$ cat src/hw/rtl/msp_frame_encoder_assert.svh
// Assertion macros used by the frame encoder top level.
`ifndef MSP_FRAME_ENCODER_ASSERT_SVH
`define MSP_FRAME_ENCODER_ASSERT_SVH

// Same-cycle implication, checked outside reset.
`define MSP_ASSERT_NOW(label, ante, cons, msg) \
    label: assert property (@(posedge i_clk) disable iff (!i_rst_n) (ante) |-> (cons)) \
        else $error(msg);

// Next-cycle implication, checked outside reset.
`define MSP_ASSERT_NEXT(label, ante, cons, msg) \
    label: assert property (@(posedge i_clk) disable iff (!i_rst_n) (ante) |=> (cons)) \
        else $error(msg);

`endif

$ cat src/hw/rtl/msp_pkg.sv
// Shared types and constants of the MSP v1 frame encoder.
`timescale 1ns / 1ps
package msp_pkg;

    // Status codes on the result channel
    localparam logic [1:0] ST_OK         = 2'd0;
    localparam logic [1:0] ST_NO_FRAME   = 2'd1;
    localparam logic [1:0] ST_FRAME_OPEN = 2'd2;

    // Frame header characters
    localparam logic [7:0] CH_DOLLAR = 8'h24;
    localparam logic [7:0] CH_M      = 8'h4D;
    localparam logic [7:0] CH_LT     = 8'h3C;
    localparam logic [7:0] CH_GT     = 8'h3E;

    // Input opcodes
    localparam logic OP_START   = 1'b0;
    localparam logic OP_PAYLOAD = 1'b1;

    // Byte positions inside a job
    localparam int SEQ_W = 3;
    localparam logic [SEQ_W-1:0] IDX_DOLLAR = 3'd0;
    localparam logic [SEQ_W-1:0] IDX_M      = 3'd1;
    localparam logic [SEQ_W-1:0] IDX_DIR    = 3'd2;
    localparam logic [SEQ_W-1:0] IDX_LEN    = 3'd3;
    localparam logic [SEQ_W-1:0] IDX_CMD    = 3'd4;
    localparam logic [SEQ_W-1:0] IDX_CSUM   = 3'd5;
    localparam logic [SEQ_W-1:0] IDX_DATA   = 3'd0;
    localparam logic [SEQ_W-1:0] IDX_PCSUM  = 3'd1;

    // Job queue between front and back
    localparam int QDEPTH = 4;
    localparam int QAW    = $clog2(QDEPTH);
    localparam int QCW    = $clog2(QDEPTH + 1);

    // Job kinds produced by the front
    typedef enum logic [2:0] {
        K_HDR       = 3'd0,   // header, frame stays open
        K_HDR_CLOSE = 3'd1,   // header plus checksum, zero length
        K_PAY       = 3'd2,   // one payload byte
        K_PAY_CLOSE = 3'd3,   // last payload byte plus checksum
        K_ERR_OPEN  = 3'd4,   // start while frame open
        K_ERR_NOFRM = 3'd5    // payload with no frame open
    } t_kind;

    typedef struct packed {
        t_kind      kind;
        logic       dir;
        logic [7:0] byte_a;   // length or payload byte
        logic [7:0] byte_b;   // command
        logic [7:0] byte_c;   // checksum
    } t_job;

endpackage

$ cat src/hw/rtl/msp_frame_encoder.sv
// Top level of the MSP v1 request frame encoder.
//
// channel   dir  handshake            payload
// input     in   push / full          i_op, i_command, i_payload_length, i_payload_byte
// result    out  empty / pop          o_out_byte, o_frame_end, o_run_last, o_status
// config    in   i_cfg_we             i_cfg_direction
//
// The front end takes one item per cycle while the four-entry job queue has room.
// The sequencer emits one result per cycle unless a held result stalls it; payload
// items give 1 or 2 results, starts 5 or 6, rejects 1; it sets the sustained rate.
// A job's result is registered in the result slot once the job is at the queue head and the slot is free or popped.
// Reset is synchronous, active low, and clears frame state, queue and result slot.
// A held result stalls the sequencer only; the front keeps taking items until full.
`timescale 1ns / 1ps
`include "msp_frame_encoder_assert.svh"
module msp_frame_encoder (
    input  logic       i_clk,
    input  logic       i_rst_n,
    input  logic       i_cfg_we,
    input  logic       i_cfg_direction,
    input  logic       push,
    output logic       full,
    input  logic       i_op,
    input  logic [7:0] i_command,
    input  logic [7:0] i_payload_length,
    input  logic [7:0] i_payload_byte,
    output logic       empty,
    input  logic       pop,
    output logic [7:0] o_out_byte,
    output logic       o_frame_end,
    output logic       o_run_last,
    output logic [1:0] o_status
);
    import msp_pkg::*;

    logic           r_direction;
    logic           w_accept;
    t_job           w_new_job;
    t_job           w_head_job;
    logic           w_head_valid;
    logic           w_job_done;
    logic [QCW-1:0] w_q_count;

    assign w_accept = push && !full;

    // Direction register
    always_ff @(posedge i_clk) begin
        if (!i_rst_n) begin
            r_direction <= 1'b0;
        end else if (i_cfg_we) begin
            r_direction <= i_cfg_direction;
        end
    end

    msp_front u_front (
        .i_clk            (i_clk),
        .i_rst_n          (i_rst_n),
        .i_accept         (w_accept),
        .i_direction      (r_direction),
        .i_op             (i_op),
        .i_command        (i_command),
        .i_payload_length (i_payload_length),
        .i_payload_byte   (i_payload_byte),
        .o_job            (w_new_job)
    );

    msp_queue u_queue (
        .i_clk   (i_clk),
        .i_rst_n (i_rst_n),
        .i_wr    (w_accept),
        .i_job   (w_new_job),
        .o_full  (full),
        .i_rd    (w_job_done),
        .o_valid (w_head_valid),
        .o_job   (w_head_job),
        .o_count (w_q_count)
    );

    msp_back u_back (
        .i_clk       (i_clk),
        .i_rst_n     (i_rst_n),
        .i_job_valid (w_head_valid),
        .i_job       (w_head_job),
        .o_job_done  (w_job_done),
        .empty       (empty),
        .pop         (pop),
        .o_out_byte  (o_out_byte),
        .o_frame_end (o_frame_end),
        .o_run_last  (o_run_last),
        .o_status    (o_status)
    );

    // Checks
    `MSP_ASSERT_NOW(a_err_result, !empty && o_status != ST_OK, o_out_byte == 8'd0 && o_run_last && !o_frame_end, "rejected item result malformed")
    `MSP_ASSERT_NOW(a_end_is_last, !empty && o_frame_end, o_run_last, "checksum byte not last of its item")
    `MSP_ASSERT_NEXT(a_q_grow, w_accept && !w_job_done, w_q_count == $past(w_q_count) + QCW'(1), "job queue count lost a transfer")

endmodule

$ cat src/hw/rtl/msp_front.sv
// Front end: accepts items, tracks frame state and issues jobs.
`timescale 1ns / 1ps
module msp_front (
    input  logic          i_clk,
    input  logic          i_rst_n,
    input  logic          i_accept,
    input  logic          i_direction,
    input  logic          i_op,
    input  logic [7:0]    i_command,
    input  logic [7:0]    i_payload_length,
    input  logic [7:0]    i_payload_byte,
    output msp_pkg::t_job o_job
);
    import msp_pkg::*;

    logic [7:0] r_running_xor, n_running_xor;
    logic [7:0] r_bytes_left, n_bytes_left;
    logic       r_frame_open, n_frame_open;
    logic [7:0] w_pay_xor;
    logic [7:0] w_left_dec;

    assign w_pay_xor  = r_running_xor ^ i_payload_byte;
    assign w_left_dec = r_bytes_left - 8'd1;

    // Classify the item and compute the next frame state
    always_comb begin
        n_running_xor = r_running_xor;
        n_bytes_left  = r_bytes_left;
        n_frame_open  = r_frame_open;
        o_job.dir     = i_direction;
        o_job.byte_a  = 8'd0;
        o_job.byte_b  = 8'd0;
        o_job.byte_c  = 8'd0;
        o_job.kind    = K_ERR_OPEN;
        if (i_op == OP_START) begin
            o_job.byte_a = i_payload_length;
            o_job.byte_b = i_command;
            o_job.byte_c = i_payload_length ^ i_command;
            if (r_frame_open) begin
                o_job.kind = K_ERR_OPEN;
            end else if (i_payload_length == 8'd0) begin
                o_job.kind    = K_HDR_CLOSE;
                n_running_xor = 8'd0;
                n_bytes_left  = 8'd0;
            end else begin
                o_job.kind    = K_HDR;
                n_running_xor = i_payload_length ^ i_command;
                n_bytes_left  = i_payload_length;
                n_frame_open  = 1'b1;
            end
        end else begin
            o_job.byte_a = i_payload_byte;
            o_job.byte_c = w_pay_xor;
            if (!r_frame_open) begin
                o_job.kind = K_ERR_NOFRM;
            end else if (w_left_dec == 8'd0) begin
                o_job.kind    = K_PAY_CLOSE;
                n_running_xor = 8'd0;
                n_bytes_left  = 8'd0;
                n_frame_open  = 1'b0;
            end else begin
                o_job.kind    = K_PAY;
                n_running_xor = w_pay_xor;
                n_bytes_left  = w_left_dec;
            end
        end
    end

    // Frame state registers
    always_ff @(posedge i_clk) begin
        if (!i_rst_n) begin
            r_running_xor <= 8'd0;
            r_bytes_left  <= 8'd0;
            r_frame_open  <= 1'b0;
        end else if (i_accept) begin
            r_running_xor <= n_running_xor;
            r_bytes_left  <= n_bytes_left;
            r_frame_open  <= n_frame_open;
        end
    end

endmodule

$ cat src/hw/rtl/msp_queue.sv
// Short job queue between the front end and the byte sequencer.
`timescale 1ns / 1ps
module msp_queue (
    input  logic                  i_clk,
    input  logic                  i_rst_n,
    input  logic                  i_wr,
    input  msp_pkg::t_job         i_job,
    output logic                  o_full,
    input  logic                  i_rd,
    output logic                  o_valid,
    output msp_pkg::t_job         o_job,
    output logic [msp_pkg::QCW-1:0] o_count
);
    import msp_pkg::*;

    t_job           r_mem [QDEPTH];
    logic [QAW-1:0] r_wr_ptr;
    logic [QAW-1:0] r_rd_ptr;
    logic [QCW-1:0] r_count;

    assign o_full  = (r_count == QCW'(QDEPTH));
    assign o_valid = (r_count != '0);
    assign o_job   = r_mem[r_rd_ptr];
    assign o_count = r_count;

    // Entry storage
    always_ff @(posedge i_clk) begin
        if (i_wr) begin
            r_mem[r_wr_ptr] <= i_job;
        end
    end

    // Pointers and fill count
    always_ff @(posedge i_clk) begin
        if (!i_rst_n) begin
            r_wr_ptr <= '0;
            r_rd_ptr <= '0;
            r_count  <= '0;
        end else begin
            if (i_wr) begin
                r_wr_ptr <= r_wr_ptr + QAW'(1);
            end
            if (i_rd) begin
                r_rd_ptr <= r_rd_ptr + QAW'(1);
            end
            case ({i_wr, i_rd})
                2'b10:   r_count <= r_count + QCW'(1);
                2'b01:   r_count <= r_count - QCW'(1);
                default: r_count <= r_count;
            endcase
        end
    end

endmodule

$ cat src/hw/rtl/msp_back.sv
// Back end: walks each job byte by byte into the result register.
`timescale 1ns / 1ps
module msp_back (
    input  logic          i_clk,
    input  logic          i_rst_n,
    input  logic          i_job_valid,
    input  msp_pkg::t_job i_job,
    output logic          o_job_done,
    output logic          empty,
    input  logic          pop,
    output logic [7:0]    o_out_byte,
    output logic          o_frame_end,
    output logic          o_run_last,
    output logic [1:0]    o_status
);
    import msp_pkg::*;

    logic [SEQ_W-1:0] r_idx;
    logic [SEQ_W-1:0] w_last_idx;
    logic             w_last;
    logic             w_adv;
    logic [7:0]       w_byte;
    logic             w_end;
    logic [1:0]       w_status;

    logic             r_out_valid;
    logic [7:0]       r_out_byte;
    logic             r_frame_end;
    logic             r_run_last;
    logic [1:0]       r_status;

    // Byte select per job kind and position
    always_comb begin
        w_byte     = 8'd0;
        w_end      = 1'b0;
        w_status   = ST_OK;
        w_last_idx = IDX_DATA;
        unique case (i_job.kind)
            K_HDR, K_HDR_CLOSE: begin
                w_last_idx = (i_job.kind == K_HDR_CLOSE) ? IDX_CSUM : IDX_CMD;
                case (r_idx)
                    IDX_DOLLAR: w_byte = CH_DOLLAR;
                    IDX_M:      w_byte = CH_M;
                    IDX_DIR:    w_byte = i_job.dir ? CH_GT : CH_LT;
                    IDX_LEN:    w_byte = i_job.byte_a;
                    IDX_CMD:    w_byte = i_job.byte_b;
                    IDX_CSUM: begin
                        w_byte = i_job.byte_c;
                        w_end  = 1'b1;
                    end
                    default:    w_byte = 8'd0;
                endcase
            end
            K_PAY: begin
                w_byte = i_job.byte_a;
            end
            K_PAY_CLOSE: begin
                w_last_idx = IDX_PCSUM;
                if (r_idx == IDX_PCSUM) begin
                    w_byte = i_job.byte_c;
                    w_end  = 1'b1;
                end else begin
                    w_byte = i_job.byte_a;
                end
            end
            K_ERR_OPEN:  w_status = ST_FRAME_OPEN;
            K_ERR_NOFRM: w_status = ST_NO_FRAME;
            default:     w_status = ST_OK;
        endcase
    end

    // Advance when a job is waiting and the result slot is free or drains
    assign w_last     = (r_idx == w_last_idx);
    assign w_adv      = i_job_valid && (!r_out_valid || pop);
    assign o_job_done = w_adv && w_last;

    // Position counter within the current job
    always_ff @(posedge i_clk) begin
        if (!i_rst_n) begin
            r_idx <= '0;
        end else if (w_adv) begin
            r_idx <= w_last ? '0 : r_idx + SEQ_W'(1);
        end
    end

    // Result register
    always_ff @(posedge i_clk) begin
        if (!i_rst_n) begin
            r_out_valid <= 1'b0;
        end else if (w_adv) begin
            r_out_valid <= 1'b1;
        end else if (pop) begin
            r_out_valid <= 1'b0;
        end
    end

    always_ff @(posedge i_clk) begin
        if (w_adv) begin
            r_out_byte  <= w_byte;
            r_frame_end <= w_end;
            r_run_last  <= w_last;
            r_status    <= w_status;
        end
    end

    assign empty       = !r_out_valid;
    assign o_out_byte  = r_out_byte;
    assign o_frame_end = r_frame_end;
    assign o_run_last  = r_run_last;
    assign o_status    = r_status;

endmodule
$ cat config.mk
export PLATFORM = sky130hd
export DESIGN_NAME = msp_frame_encoder
export DESIGN_NICKNAME = d
export VERILOG_FILES = /design/src/hw/rtl/msp_pkg.sv /design/src/hw/rtl/msp_frame_encoder.sv /design/src/hw/rtl/msp_front.sv /design/src/hw/rtl/msp_queue.sv /design/src/hw/rtl/msp_back.sv
export VERILOG_INCLUDE_DIRS = /design/src /design/src/hw/rtl
export SDC_FILE = /design/constraint.sdc
export NUM_CORES = 1
export LEC_CHECK = 0
export ABC_AREA = 1
export ABC_CLOCK_PERIOD_IN_PS = 4800
export BUFFER_PORTS_ARGS = -buffer_cell sky130_fd_sc_hd__buf_2
export CAP_MARGIN = 30
export CORE_ASPECT_RATIO = 0.75
export CORE_UTILIZATION = 55
export DETAILED_ROUTE_END_ITERATION = 16
export HOLD_SLACK_MARGIN = 0.15
export PLACE_DENSITY = 0.85
export SLEW_MARGIN = 25
export SYNTH_ARGS = -nofsm -noshare
export SYNTH_HDL_FRONTEND = slang
export SYNTH_SLANG_ARGS = --single-unit
$ cat constraint.sdc
create_clock -name i_clk -period 4.8 [get_ports i_clk]
set_input_delay 0.72 -clock i_clk [delete_from_list [all_inputs] [get_ports i_clk]]
set_output_delay 0.72 -clock i_clk [all_outputs]
set_load 0.02 [all_outputs]
==> metrics.md <==
| Metric | Value |
|---|---|
| Run status | `finished, final reports clean` |
| Horizontal die dimension | `134 um` |
| Final standard cell count with taps included and fillers excluded | `978` |
| Power density over the cells | `between 500 and 600 nW/um2` |
| Unrepaired setup endpoints after global routing | `no` |
| Pins over their slew limit | `0` |
| Power Internal | `3.03 mW` |
| Maximum vdd drop | `roughly 0.31 mV` |
| Layout cells sized above 1 | `0.144` |
| Slowest stage cell, crit path | `inv_2` |
| Combinational cell fraction of total power | `0.312` |
| Worst EP required | `5.10 ns` |
| Number of antenna violations at the first check in global routing | `0` |
| Static Leak | `3.36 nW` |
| Cell Rows | `35` |
| Post-detailed-route wirelength per cell | `between 15 and 20 um` |
| Reg-to-reg slack, setup | `~1.7 ns` |
| Starting utilization of the core area | `0.577` |
| Initial DRC count | `649` |
| Leading cell type in the layout, fill and taps excluded | `nand2_1` |
| Net switching power of the design | `1.62 mW` |
| Worst-Skew Late Latency | `around 0.42 ns` |
| Largest net degree at the start of global routing | `57` |
| Global route overflow | `0` |
| Number of max-capacitance violations reported | `0` |
| Die ar. | `around 14000 um2` |
| Count of unresolved DRC violations after routing | `0` |
| Sequential fraction of design power | `0.391` |
| Synth cell types | `37` |
| Placed inst area | `7560 um2` |
| Overall via count from detail_route | `5592` |
| Max_slew headroom | `0.372` |
| Endpoint of the worst setup timing path | `u_queue.o_count[2]$_SDFFE_PN0P_` |
| Utilization after layout | `0.652` |
| Half-perimeter wire length after placement | `between 10 and 15 mm` |
| Post-DR vias/cell | `5.72` |
| Yosys synthesis warning count | `0` |
| Maximum fanout encountered on the critical timing path | `29` |
| Post-route clock skew | `0.00631 ns` |
| Hold path startpoint | `u_queue.o_count[0]$_SDFFE_PN0P_` |
| Global-route usage over all layers | `0.263` |
| Switching share of total power | `0.348` |
| Period Utilization, post-route | `0.653` |
| Hold Buf Count CTS | `0` |
| Final Hold Viols | `0` |
| Minimum clock period | `roughly 3.1 ns` |
| Syn Std Cell Area | `about 7200 um2` |
| Layout overhead on the synthesized area | `13.1%` |
| Post-synthesis sequential element count | `about 160` |
| Number of levels in the clock H-tree | `4` |
| Post-layout instance area | `~8200 um2` |
| Total Negative Setup Slacks | `0 ns` |
| Number of nets in the layout | `between 800 and 900` |
| Hold slack final | `approximately 0.5 ns` |
| Kind of start point of the critical path | `flop` |
| Hold WC Path Type | `reg -> reg` |
| Total setup buffers inserted after CTS | `0` |
| Crit. End Element | `flop` |
| Arrival time reported for the critical path endpoint | `3.43 ns` |
| Routed Wire Length | `approximately 16 mm` |
| Routed Antenna Nets | `0` |
| Diode insertion count for antenna repair | `0` |
| IO buf count | `44` |
| Vias in the first global route | `just over 5000` |
| Clock sink count | `about 160` |
| Terminus of the critical flop-to-flop path | `u_queue.o_count[2]$_SDFFE_PN0P_` |
| Count of pins on the block boundary | `45` |
| Longest Clk Path Bufs | `2` |
| Area of the core region | `about 13000 um2` |
| Clock transition at path regs | `roughly 0.06 ns` |
| Total instance count after detailed placement | `between 900 and 1000` |
| Root buffer cell | `clkbuf_16` |
| Slew of the pin with the lowest slew margin | `approximately 0.94 ns` |
| Detailed Routing Iterations Pass 1 | `5` |
| Final setup violating endpoints | `0` |
| Maximum operating frequency | `319 MHz` |
| Commonest non-fill, non-tap cells in the layout | `190 x nand2_1, 124 x edfxtp_1, 80 x nand3_1` |
| Clock network power share | `0.297` |
| CTS tree | `done` |
| Gate Count Post-Synth | `approximately 760` |
| Final weighted congestion of routability-driven global placement | `0.869` |
| CTS Buf Count | `17` |
| # resized after CTS | `0` |
| Synth Net Count | `approximately 800` |
| Die Y-Extent | `a little over 100 um` |
| Post-synthesis sequential area ratio | `0.602` |
| Avg Cell Area, Syn | `9.54 um2` |
| Critical Path Max Stage Delay | `0.46 ns` |
| Wire length of the first global-routing pass | `26.8 mm` |
| Setup Crit Path Kind | `reg -> reg` |
| Cell chain of the critical path | `buf_4, inv_2, nand3_1, nand2_4, nand2_4, nand2_1, nand2_2, nor2_4, nand2_2, inv_1, ha_1, inv_1, fa_1, a21oi_1, o21ai_0, o21ai_0, a21oi_1` |
| Number of cell instances on the worst register-to-register path | `17` |
kinds of logic after synthesis:
group | count (synthesis) | share of synthesized area
AOI/OAI and AO/OA | 126 | 0.0944
and+or+nand+nor | 369 | 0.222
adders and majority gates | 14 | 0.0253
buffers and inverters | 91 | 0.0542
DFF | 155 | 0.602
xor gates and xnor gates | 2 | 0.00243
stage by stage:
step | setup WS [ns] | power, mW
after floorplan | 2.07 | 2.89
after global placement | 1.74 | 3.21
after detailed placement | 1.71 | 3.25
after CTS | 1.69 | 4.63
after global routing | 1.37 | 4.90
final | 1.67 | 4.65
worst min path at each step:
stage	end	cells past startpoint	slack, ns
2_1_floorplan	flop	2	0.45
3_3_place_gp	u_queue.o_count[0]$_SDFFE_PN0P_	1	0.47
3_5_place_dp	u_queue.o_count[0]$_SDFFE_PN0P_	1	0.48
4_1_cts	r_direction$_SDFFE_PN0P_	2	0.48
5_1_grt	r_direction$_SDFFE_PN0P_	2	0.49
6_report	u_queue.o_count[0]$_SDFFE_PN0P_	1	0.49
synthesized netlist by cell type:
cell type | instances | area, um2
inv_1 | 55 | 206
buf_1 | 2 | 7.51
xnor2_1 | 1 | 8.76
or2_2 | 8 | 50.1
a31oi_1 | 7 | 43.8
nor2_1 | 66 | 248
fa_1 | 1 | 20.0
buf_6 | 3 | 33.8
dfxtp_1 | 31 | 621
nor3_1 | 2 | 10.0
and2_1 | 1 | 6.26
o2111ai_1 | 2 | 17.5
a21oi_2 | 2 | 17.5
a31oi_2 | 1 | 12.5
ha_1 | 13 | 163
nor4_1 | 2 | 12.5
xor2_1 | 1 | 8.76
clkbuf_1 | 9 | 33.8
o2bb2ai_1 | 1 | 8.76
buf_4 | 3 | 22.5
nor2_2 | 1 | 6.26
o22ai_1 | 9 | 56.3
nand2_4 | 3 | 33.8
nand3_2 | 4 | 40.0
o21bai_1 | 1 | 7.51
a21oi_1 | 39 | 195
edfxtp_1 | 124 | 3720
inv_2 | 6 | 22.5
nand4_1 | 3 | 18.8
buf_2 | 13 | 65.1
nand2_2 | 7 | 43.8
nand2_1 | 190 | 713
o21ai_0 | 63 | 315
nor3_2 | 1 | 10.0
nand3_1 | 80 | 400
a21o_1 | 1 | 7.51
nor2_4 | 1 | 11.3
area by class of cell:
cell class                      count  area (um2)
Timing Repair Buffer               53         288
Fill cell                         975        4360
Clock buffer                       22         454
Clock inverter                     10         150
Sequential cell                   155        4340
Multi-Input combinational cell    511        2500
Tap cell                          166         208
Inverter                           61         229
sequential cells by signal (all words and copies together), names as in the netlist, named ones only:
| signal | cells |
|---|---|
| u_queue.r_mem | 112 |
| u_back.o_out_byte | 8 |
| u_front.r_bytes_left | 8 |
| u_front.r_running_xor | 8 |
| u_back.r_idx | 3 |
| u_queue.o_count | 3 |
| u_back.o_status | 2 |
| u_queue.r_rd_ptr | 2 |
| u_queue.r_wr_ptr | 2 |
| r_direction | 1 |
| u_back.o_frame_end | 1 |
| u_back.o_run_last | 1 |
| u_back.r_out_valid | 1 |
| u_front.r_frame_open | 1 |
metal layers:
metal / global-route usage / wire length, um / vias up
met4: 0.0882 / 248 / 0
met3: 0.0596 / 1790 / 27
met2: 0.378 / 6980 / 336
li1: - / - / 2665
met5: 0 / 0 / -
met1: 0.396 / 7400 / 2564
power by group through the flow:
stage / combinational (mW) / clock, mW / sequential (mW)
CTS: 1.43 / 1.38 / 1.82
detailed placement: 1.41 / 0 / 1.84
global route: 1.63 / 1.44 / 1.84
floorplan: 0.991 / 0 / 1.90
global placement: 1.37 / 0 / 1.83
finish: 1.45 / 1.38 / 1.82
worst max-delay path, delay by kind of cell, from the launching register on:
| family | cells | cell delay (ns) |
|---|---|---|
| AND/OR/NAND/NOR | 7 | 0.90 |
| flip-flops | 1 | 0.30 |
| buffers and inverters | 4 | 0.82 |
| AO/OA/AOI/OAI | 4 | 0.45 |
| adder cells (fa/ha/maj) | 2 | 0.53 |
No activity file was read; power rests on OpenSTA's default activity.
